**config.mk**
```make
export PLATFORM = sky130hd
export DESIGN_NAME = two_phase_rgb_fade_core
export DESIGN_NICKNAME = d
export VERILOG_FILES = /design/src/rtl/tpf_pkg.sv /design/src/rtl/tpf_ctrl.sv /design/src/rtl/tpf_dp.sv /design/src/rtl/two_phase_rgb_fade_core.sv
export VERILOG_INCLUDE_DIRS = /design/src /design/src/rtl
export SDC_FILE = /design/constraint.sdc
export NUM_CORES = 1
export LEC_CHECK = 0
export ABC_AREA = 1
export BUFFER_PORTS_ARGS = -buffer_cell sky130_fd_sc_hd__buf_2
export CAP_MARGIN = 20
export CORE_MARGIN = 1
export CORE_UTILIZATION = 59
export DETAILED_ROUTE_END_ITERATION = 6
export PLACE_DENSITY_LB_ADDON = 0.12
export SYNTH_ARGS = -nofsm -noshare
export SYNTH_HDL_FRONTEND = slang
export SYNTH_SLANG_ARGS = --single-unit
```
**constraint.sdc**
```tcl
create_clock -name clk -period 16.2 [get_ports clk]
set_input_delay 2.43 -clock clk [delete_from_list [all_inputs] [get_ports clk]]
set_output_delay 2.43 -clock clk [all_outputs]
set_load 0.05 [all_outputs]
```
**src/rtl/two_phase_rgb_fade_core_macros.svh**
```systemverilog
// Assertion macros for the two-phase RGB fade core.
// Expects signals clk and rst_n in the scope of each use; no other dependencies.
`ifndef TWO_PHASE_RGB_FADE_CORE_MACROS_SVH
`define TWO_PHASE_RGB_FADE_CORE_MACROS_SVH

// Consequent checked in the same cycle as the antecedent.
`define TPF_ASSERT_SAME(lbl, ante, cons, msg) \
  lbl: assert property (@(posedge clk) disable iff (!rst_n) (ante) |-> (cons)) \
    else $error(msg);

// Consequent checked in the cycle after the antecedent.
`define TPF_ASSERT_NEXT(lbl, ante, cons, msg) \
  lbl: assert property (@(posedge clk) disable iff (!rst_n) (ante) |=> (cons)) \
    else $error(msg);

`endif

```
**src/rtl/tpf_pkg.sv**
```systemverilog
// Shared types and constants for the two-phase RGB fade core.
// No dependencies; used by tpf_ctrl, tpf_dp and two_phase_rgb_fade_core.
package tpf_pkg;

  localparam int LEVEL_BITS_DEF = 8;
  localparam int TIME_BITS_DEF  = 16;
  localparam int NUM_CH         = 3;

  // Item kinds carried on tuser
  localparam logic OP_TICK   = 1'b0;
  localparam logic OP_COLOUR = 1'b1;

  typedef enum logic [2:0] {
    ST_IDLE,
    ST_CHECK,
    ST_CHAN,
    ST_NUM,
    ST_DIV,
    ST_EMIT
  } tpf_state_t;

  // Controller to datapath
  typedef struct packed {
    logic       load;   // apply accepted word (command set-up or tick)
    logic       sw;     // enter falling phase
    logic       fin;    // snap to goal, go idle
    logic       mul;    // latch channel and form span * elapsed
    logic       num;    // add rounding term, load divider
    logic       step;   // one divider iteration
    logic       write;  // write interpolated level
    logic [1:0] ch;     // channel under work
  } tpf_cmd_t;

  // Datapath to controller
  typedef struct packed {
    logic              busy;
    logic              in_phase;  // elapsed below phase length
    logic              split;
    logic              falling;
    logic [NUM_CH-1:0] moves;     // channel moves in current phase
    logic              div_done;
  } tpf_status_t;

endpackage

```
**src/rtl/tpf_ctrl.sv**
```systemverilog
// Sequencer for the fade core: walks check, per-channel multiply/divide and emit.
// Depends on tpf_pkg (state enum, command and status structs).
module tpf_ctrl (
  input  logic                clk,
  input  logic                rst_n,
  input  logic                in_fire,
  input  logic                out_free,
  input  tpf_pkg::tpf_status_t status,
  output logic                in_ready,
  output logic                emit,
  output tpf_pkg::tpf_cmd_t   cmd
);

  localparam logic [1:0] LAST_CH = 2'(tpf_pkg::NUM_CH - 1);

  tpf_pkg::tpf_state_t state_r, state_nxt;
  logic [1:0]          ch_r, ch_nxt;

  always_ff @(posedge clk) begin
    if (!rst_n) begin
      state_r <= tpf_pkg::ST_IDLE;
      ch_r    <= '0;
    end else begin
      state_r <= state_nxt;
      ch_r    <= ch_nxt;
    end
  end

  // Next state
  always_comb begin
    state_nxt = state_r;
    ch_nxt    = ch_r;
    unique case (state_r)
      tpf_pkg::ST_IDLE: begin
        if (in_fire) state_nxt = tpf_pkg::ST_CHECK;
      end
      tpf_pkg::ST_CHECK: begin
        if (!status.busy) begin
          state_nxt = tpf_pkg::ST_EMIT;
        end else if (status.in_phase) begin
          ch_nxt    = '0;
          state_nxt = tpf_pkg::ST_CHAN;
        end else if (status.split && !status.falling) begin
          state_nxt = tpf_pkg::ST_CHECK;
        end else begin
          state_nxt = tpf_pkg::ST_EMIT;
        end
      end
      tpf_pkg::ST_CHAN: begin
        if (status.moves[ch_r]) begin
          state_nxt = tpf_pkg::ST_NUM;
        end else if (ch_r == LAST_CH) begin
          state_nxt = tpf_pkg::ST_EMIT;
        end else begin
          ch_nxt = ch_r + 2'd1;
        end
      end
      tpf_pkg::ST_NUM: begin
        state_nxt = tpf_pkg::ST_DIV;
      end
      tpf_pkg::ST_DIV: begin
        if (status.div_done) begin
          if (ch_r == LAST_CH) begin
            state_nxt = tpf_pkg::ST_EMIT;
          end else begin
            ch_nxt    = ch_r + 2'd1;
            state_nxt = tpf_pkg::ST_CHAN;
          end
        end
      end
      tpf_pkg::ST_EMIT: begin
        if (out_free) state_nxt = tpf_pkg::ST_IDLE;
      end
      default: state_nxt = tpf_pkg::ST_IDLE;
    endcase
  end

  // Outputs
  always_comb begin
    cmd      = '0;
    cmd.ch   = ch_r;
    in_ready = 1'b0;
    emit     = 1'b0;
    unique case (state_r)
      tpf_pkg::ST_IDLE: begin
        in_ready = 1'b1;
        cmd.load = in_fire;
      end
      tpf_pkg::ST_CHECK: begin
        if (status.busy && !status.in_phase) begin
          if (status.split && !status.falling) cmd.sw = 1'b1;
          else cmd.fin = 1'b1;
        end
      end
      tpf_pkg::ST_CHAN: begin
        cmd.mul = status.moves[ch_r];
      end
      tpf_pkg::ST_NUM: begin
        cmd.num = 1'b1;
      end
      tpf_pkg::ST_DIV: begin
        if (status.div_done) cmd.write = 1'b1;
        else cmd.step = 1'b1;
      end
      tpf_pkg::ST_EMIT: begin
        emit = out_free;
      end
      default: begin
        emit = 1'b0;
      end
    endcase
  end

endmodule

```
**src/rtl/tpf_dp.sv**
```systemverilog
// Fade datapath: colour state, span * elapsed multiplier and a shared
// one-bit-per-cycle restoring divider. Depends on tpf_pkg.
module tpf_dp #(
  parameter int LEVEL_BITS = tpf_pkg::LEVEL_BITS_DEF,
  parameter int TIME_BITS  = tpf_pkg::TIME_BITS_DEF
) (
  input  logic                                        clk,
  input  logic                                        rst_n,
  input  tpf_pkg::tpf_cmd_t                           cmd,
  input  logic                                        in_op,
  input  logic [tpf_pkg::NUM_CH-1:0][LEVEL_BITS-1:0]  in_level,
  input  logic [TIME_BITS-1:0]                        in_fade,
  output tpf_pkg::tpf_status_t                        status,
  output logic [tpf_pkg::NUM_CH-1:0][LEVEL_BITS-1:0]  shown
);

  localparam int NCH   = tpf_pkg::NUM_CH;
  localparam int PW    = LEVEL_BITS + TIME_BITS;
  localparam int CNT_W = $clog2(LEVEL_BITS + 1);

  logic [NCH-1:0][LEVEL_BITS-1:0] start_r, start_nxt;
  logic [NCH-1:0][LEVEL_BITS-1:0] goal_r, goal_nxt;
  logic [NCH-1:0][LEVEL_BITS-1:0] shown_r, shown_nxt;
  logic [TIME_BITS-1:0]           elapsed_r, elapsed_nxt;
  logic [TIME_BITS-1:0]           plen_r, plen_nxt;
  logic                           busy_r, busy_nxt;
  logic                           split_r, split_nxt;
  logic                           falling_r, falling_nxt;

  logic [LEVEL_BITS-1:0] from_r;
  logic                  dir_r;
  logic [PW-1:0]         prod_r;
  logic [TIME_BITS-1:0]  rem_r;
  logic [LEVEL_BITS-1:0] quo_r;
  logic [CNT_W-1:0]      cnt_r;

  logic                  rise_any, fall_any;
  logic [NCH-1:0]        moves;
  logic [LEVEL_BITS-1:0] span;
  logic [PW-1:0]         num;
  logic [TIME_BITS:0]    trial, diff;
  logic                  fits;
  logic [LEVEL_BITS-1:0] level_new;

  always_comb begin
    rise_any = 1'b0;
    fall_any = 1'b0;
    for (int c = 0; c < NCH; c++) begin
      if (in_level[c] > goal_r[c]) rise_any = 1'b1;
      if (in_level[c] < goal_r[c]) fall_any = 1'b1;
      moves[c] = falling_r ? (start_r[c] > goal_r[c]) : (start_r[c] < goal_r[c]);
    end
  end

  // Colour and timing state
  always_comb begin
    start_nxt   = start_r;
    goal_nxt    = goal_r;
    shown_nxt   = shown_r;
    elapsed_nxt = elapsed_r;
    plen_nxt    = plen_r;
    busy_nxt    = busy_r;
    split_nxt   = split_r;
    falling_nxt = falling_r;
    if (cmd.load) begin
      if (in_op == tpf_pkg::OP_COLOUR) begin
        start_nxt   = goal_r;
        goal_nxt    = in_level;
        split_nxt   = rise_any && fall_any;
        falling_nxt = !rise_any;
        plen_nxt    = (rise_any && fall_any) ? (in_fade >> 1) : in_fade;
        elapsed_nxt = '0;
        busy_nxt    = 1'b1;
      end else if (busy_r && (elapsed_r != {TIME_BITS{1'b1}})) begin
        elapsed_nxt = elapsed_r + 1'b1;
      end
    end
    if (cmd.sw) begin
      falling_nxt = 1'b1;
      elapsed_nxt = '0;
    end
    if (cmd.fin) begin
      start_nxt = goal_r;
      shown_nxt = goal_r;
      busy_nxt  = 1'b0;
    end
    if (cmd.write) shown_nxt[cmd.ch] = level_new;
  end

  always_ff @(posedge clk) begin
    if (!rst_n) begin
      start_r   <= '0;
      goal_r    <= '0;
      shown_r   <= '0;
      elapsed_r <= '0;
      plen_r    <= '0;
      busy_r    <= 1'b0;
      split_r   <= 1'b0;
      falling_r <= 1'b0;
    end else begin
      start_r   <= start_nxt;
      goal_r    <= goal_nxt;
      shown_r   <= shown_nxt;
      elapsed_r <= elapsed_nxt;
      plen_r    <= plen_nxt;
      busy_r    <= busy_nxt;
      split_r   <= split_nxt;
      falling_r <= falling_nxt;
    end
  end

  // Interpolation arithmetic; falling channels round the step up
  assign span  = falling_r ? (start_r[cmd.ch] - goal_r[cmd.ch])
                           : (goal_r[cmd.ch] - start_r[cmd.ch]);
  assign num   = prod_r + (dir_r ? PW'(plen_r - 1'b1) : '0);
  assign trial = {rem_r, quo_r[LEVEL_BITS-1]};
  assign diff  = trial - {1'b0, plen_r};
  assign fits  = !diff[TIME_BITS];
  assign level_new = dir_r ? (from_r - quo_r) : (from_r + quo_r);

  always_ff @(posedge clk) begin
    if (cmd.mul) begin
      from_r <= start_r[cmd.ch];
      dir_r  <= falling_r;
      prod_r <= PW'(span) * PW'(elapsed_r);
    end
    // Quotient fits LEVEL_BITS, so the upper part already sits below the divisor
    if (cmd.num) begin
      rem_r <= num[PW-1:LEVEL_BITS];
      quo_r <= num[LEVEL_BITS-1:0];
    end else if (cmd.step) begin
      rem_r <= fits ? diff[TIME_BITS-1:0] : trial[TIME_BITS-1:0];
      quo_r <= {quo_r[LEVEL_BITS-2:0], fits};
    end
  end

  always_ff @(posedge clk) begin
    if (!rst_n) begin
      cnt_r <= '0;
    end else if (cmd.num) begin
      cnt_r <= CNT_W'(LEVEL_BITS);
    end else if (cmd.step) begin
      cnt_r <= cnt_r - 1'b1;
    end
  end

  always_comb begin
    status          = '0;
    status.busy     = busy_r;
    status.in_phase = elapsed_r < plen_r;
    status.split    = split_r;
    status.falling  = falling_r;
    status.moves    = moves;
    status.div_done = (cnt_r == '0);
  end

  assign shown = shown_r;

endmodule

```
**src/rtl/two_phase_rgb_fade_core.sv**
```systemverilog
// Channel     | dir | tuser        | tdata (lowest bit up)
// in_*        | in  | opcode       | red_in, green_in, blue_in, fade_ms, zero fill
// out_*       | out | (none)       | red_level, green_level, blue_level, fading, zero fill
//
// One word at a time. An idle tick goes from check straight to emit; otherwise, within a
// phase, each channel is visited in turn and each moving one is multiplied, then divided
// by the one restoring divider shared by the three channels, before the result is emitted.
// Reset (rst_n low, synchronous) clears colours, timing and the output slot.
// Under back-pressure the output register holds its word; the next word waits to emit.
// Depends on tpf_pkg, tpf_ctrl, tpf_dp and two_phase_rgb_fade_core_macros.svh.
`include "two_phase_rgb_fade_core_macros.svh"

module two_phase_rgb_fade_core #(
  parameter int LEVEL_BITS = tpf_pkg::LEVEL_BITS_DEF,
  parameter int TIME_BITS  = tpf_pkg::TIME_BITS_DEF
) (
  input  logic clk,
  input  logic rst_n,
  // red_in, green_in, blue_in, fade_ms, zero fill
  input  logic [((tpf_pkg::NUM_CH*LEVEL_BITS+TIME_BITS+7)/8)*8-1:0] in_tdata,
  input  logic in_tuser,   // opcode
  input  logic in_tvalid,
  output logic in_tready,
  // red_level, green_level, blue_level, fading, zero fill
  output logic [((tpf_pkg::NUM_CH*LEVEL_BITS+1+7)/8)*8-1:0] out_tdata,
  output logic out_tvalid,
  input  logic out_tready
);

  localparam int NCH    = tpf_pkg::NUM_CH;
  localparam int OUT_W  = ((NCH*LEVEL_BITS+1+7)/8)*8;
  localparam int FADE_LO = NCH*LEVEL_BITS;

  tpf_pkg::tpf_cmd_t    cmd;
  tpf_pkg::tpf_status_t status;

  logic                           in_ready;
  logic                           in_fire;
  logic                           emit;
  logic                           out_free;
  logic [NCH-1:0][LEVEL_BITS-1:0] in_level;
  logic [TIME_BITS-1:0]           in_fade;
  logic [NCH-1:0][LEVEL_BITS-1:0] shown;

  logic             out_valid_r, out_valid_nxt;
  logic [OUT_W-1:0] out_data_r, out_data_nxt;

  // Unpack the input word
  always_comb begin
    for (int c = 0; c < NCH; c++) begin
      in_level[c] = in_tdata[c*LEVEL_BITS +: LEVEL_BITS];
    end
  end
  assign in_fade = in_tdata[FADE_LO +: TIME_BITS];

  assign in_tready = in_ready;
  assign in_fire   = in_tvalid && in_ready;
  // Slot is free when empty or draining this cycle
  assign out_free  = !out_valid_r || out_tready;

  tpf_ctrl u_ctrl (
    .clk      (clk),
    .rst_n    (rst_n),
    .in_fire  (in_fire),
    .out_free (out_free),
    .status   (status),
    .in_ready (in_ready),
    .emit     (emit),
    .cmd      (cmd)
  );

  tpf_dp #(
    .LEVEL_BITS (LEVEL_BITS),
    .TIME_BITS  (TIME_BITS)
  ) u_dp (
    .clk      (clk),
    .rst_n    (rst_n),
    .cmd      (cmd),
    .in_op    (in_tuser),
    .in_level (in_level),
    .in_fade  (in_fade),
    .status   (status),
    .shown    (shown)
  );

  // Output slot: load on emit, drop once taken
  always_comb begin
    out_valid_nxt = out_valid_r;
    out_data_nxt  = out_data_r;
    if (emit) begin
      out_valid_nxt = 1'b1;
      out_data_nxt  = OUT_W'({status.busy, shown});
    end else if (out_tready) begin
      out_valid_nxt = 1'b0;
    end
  end

  always_ff @(posedge clk) begin
    if (!rst_n) begin
      out_valid_r <= 1'b0;
    end else begin
      out_valid_r <= out_valid_nxt;
    end
  end

  always_ff @(posedge clk) begin
    out_data_r <= out_data_nxt;
  end

  assign out_tvalid = out_valid_r;
  assign out_tdata  = out_data_r;

  // Checks
  `TPF_ASSERT_NEXT(a_one_word_at_a_time, in_fire, !in_tready, "input taken twice in a row")
  `TPF_ASSERT_SAME(a_emit_into_free_slot, emit, out_free, "result would overwrite a pending word")
  `TPF_ASSERT_NEXT(a_colour_starts_fade, in_fire && (in_tuser == tpf_pkg::OP_COLOUR), status.busy, "colour word did not start a fade")

endmodule

```
==> flow_metrics.tcl <==
set metrics [dict create \
    yosysUniqueCellTypes 55 \
    status "completed" \
    period_needed_ns 7.47 \
    drcViolationCount 0 \
    syn-cell-area_um2 17200 \
    drtIter0Drc 1523 \
    peakVddDrop_uv 159 \
    clkTransAtPathRegs_ns 0.09 \
    worst-setup-path-type "register to register" \
    reg2reg_depth 29 \
    hold_viol 0 \
    r2r-start "u_ctrl.ch_r[0]" \
    maxSlewHeadroom 0.452 \
    arrival_ns 7.66 \
    crit_path_end_kind "register" \
    postRouteAntennaNets 0 \
    cts.sinks 199 \
    post_cts_buffers 0 \
    async_flop_share 0 \
    final_common_cell "nand2_1" \
    cts-resized-gates 0 \
    dr.pass1.iters 6 \
    power_frac_seq 0.270 \
    static-leakage-power_nw 8.70 \
    syn_to_final_growth_pct 6.99 \
    power_density_nw_per_um2 137 \
    cts.path.max_buffers 2 \
    die_w_um 173 \
    power_frac_comb 0.557 \
    final_cell_mix "nand2_1, inv_1, a21oi_1" \
    htree_num_levels 4 \
    finalMaxSlewViolations 0 \
    cp-startpoint "u_ctrl.ch_r[0]" \
    cpMostUsedCell "nand2_1" \
    rows 62 \
    die_area_um2 29800 \
    grt.total_usage 0.324 \
    p_sw_frac 0.506 \
    cap_violations 0 \
    multi_input_area_um2 10700 \
    wl_per_cell_um 17.5 \
    whs_ns 0.440 \
    grt_max_degree 80 \
    pwr-share-clk 0.173 \
    vias 15300 \
    rr_endpoint "u_dp.prod_r[21]" \
    whs_path_depth 0 \
    drt-total-wl_mm 47.1 \
    hold_class "register to register" \
    ys_warn_count 0 \
    core_um2 28700 \
    ios 79 \
    drive_gt1_frac 0.0728 \
    cts_tree "yes" \
    nets 2604 \
    syn_inst 2256 \
    switchingPower_mw 1.27 \
    worstPathMaxFanout 28 \
    p_total_mw 2.52 \
    avgSynthCellArea_um2 7.62 \
    fin_crit_sh 0.461 \
    synth_flop_cell "dfxtp_1" \
    grt_setup_unrepaired "false" \
    required_ns 16.39 \
    initial_core_util 0.599 \
    nFillCells 2625 \
    final-seq-area_um2 4800 \
    internal-power_mw 1.24 \
    dp_hpwl_mm 37.5 \
    crit_path_max_incr_delay_ns 0.59 \
    cp-endpoint "u_dp.prod_r[21]" \
    synth_edf_count 82 \
    tightest_slew_ns 0.820 \
    slowest_stage "dfxtp_1" \
    critPathLaunchType "register" \
    place_congestion 0.965 \
    final-setup-viol-count 0 \
    synth_seq_cells 199 \
    grt_pass1_wl_mm 76.5 \
    io_buffer_count 71 \
    fin_setup_tns_ns 0 \
    grt.overflow.total 0 \
    root_buffer "clkbuf_16" \
    rrSetupSlack_ns 8.73 \
    synth_seq_area_share 0.280 \
    fin_cells 2695 \
    max_freq_mhz 134 \
    skew_ns 0.0223 \
    postCtsHoldBufs 0 \
    die_h_um 173 \
    clk_latency_ns 0.46 \
    drt-vias-per-instance 5.70 \
    grt_pass1_vias 14600 \
    numCtsBuffers 17 \
    grt_antenna_before_repair 3 \
    dp.cells 2660 \
]
-- power by group through the flow --
stage,combinational [mW],clock [mW],sequential [mW]
floorplan,1.04,0,0.671
global placement,1.34,0,0.686
detailed placement,1.36,0,0.687
CTS,1.37,0.444,0.676
global route,1.56,0.460,0.685
finish,1.40,0.437,0.678
-- final cells by class --
class | instances | share of cell area
Antenna cell | 2 | 0.000272
Clock buffer | 17 | 0.0231
Clock inverter | 15 | 0.00925
Inverter | 350 | 0.0721
Multi-Input combinational cell | 1647 | 0.583
Sequential cell | 199 | 0.261
Tap cell | 384 | 0.0261
Timing Repair Buffer | 81 | 0.0248
-- how the worst min path moves through the flow --
stage / from / endpoint / slack, ns
detailed placement: u_dp.shown[7] / out_tdata[7] / 0.42
CTS: u_dp.shown[0] / out_tdata[0] / 0.44
global placement: u_dp.shown[15] / out_tdata[15] / 0.42
floorplan: u_dp.falling_r / u_dp.dir_r / 0.40
finish: u_dp.shown[14] / out_tdata[14] / 0.44
global route: u_dp.shown[0] / out_tdata[0] / 0.44
-- layer usage --
metal	track usage	part of all wire
met1	0.474	0.46
met2	0.505	0.44
met3	0.0435	0.084
met4	0.0815	0.020
met5	0	0.00028
-- cells by family (layout without fill, tap and decap cells) --
kind of cell               after synthesis  after routing  synth area share
other                                    1              9          0.000218
AOI/OAI and AO/OA                      498            498             0.157
DFF                                    199            199             0.280
xor gates and xnor gates                67             67            0.0346
buffers and inverters                  416            463            0.0981
adders and majority gates              263            263             0.230
and+or+nand+nor                        812            812             0.200
-- Yosys cell counts (2+ instances only) --
master	number	area [um2]
a32oi_1	6	52.6
or2_2	18	113
fa_1	89	1780
xnor2_1	18	158
nand3_1	86	430
xor2_1	48	420
a211oi_1	2	15.0
nor3_1	33	165
inv_2	6	22.5
nor4_1	6	37.5
nor2_2	4	25.0
o21ai_2	3	26.3
inv_1	334	1250
buf_4	13	97.6
o21ai_1	26	130
nand2_1	420	1580
nand3_2	2	20.0
clkbuf_1	27	101
a22oi_1	2	15.0
clkinv_1	7	26.3
nor3_2	4	40.0
nor2_1	204	766
a21oi_1	237	1190
edfxtp_1	82	2460
a21o_1	8	60.1
o21ai_0	155	776
buf_2	21	105
o211ai_1	5	37.5
nor3b_1	2	15.0
nand4_1	19	119
a31oi_1	11	68.8
a21boi_0	4	30.0
o31ai_1	4	30.0
dfxtp_1	117	2340
inv_6	2	17.5
buf_6	5	56.3
nand2_2	6	37.5
nor2_4	4	45.0
o21a_1	10	75.1
o21bai_1	18	135
ha_1	174	2180
-- flip-flops by register name, indices dropped and copies added, names as in the netlist --
register / count
u_dp.falling_r: 1
u_dp.elapsed_r: 16
u_ctrl.state_r: 3
out_tvalid: 1
u_dp.cnt_r: 4
u_dp.from_r: 8
u_dp.quo_r: 8
u_dp.shown: 24
u_dp.rem_r: 16
u_ctrl.ch_r: 2
u_dp.dir_r: 1
u_dp.prod_r: 24
u_dp.split_r: 1
u_dp.start_r: 24
u_dp.busy_r: 1
out_tdata: 25
u_dp.plen_r: 16
u_dp.goal_r: 24
-- metrics by stage --
stage	setup WS, ns	util	cell area [um2]
after global routing	8.22	0.641	18400
after detailed placement	8.84	0.619	17800
after global placement	8.99	0.618	17700
after CTS	8.79	0.640	18400
after floorplan	9.80	-	17200
final	8.73	0.641	18400
-- worst max-delay path, delay by kind of cell, from the launching register on --
kind                     cells  cell delay, ns
buffers and inverters        6            0.75
AO/OA/AOI/OAI                5            1.14
flip-flops                   1            0.59
AND/OR/NAND/NOR             10            1.57
adder cells (fa/ha/maj)      6            2.86
XOR/XNOR                     2            0.30
Note: power is estimated with default switching activity, not from simulation.
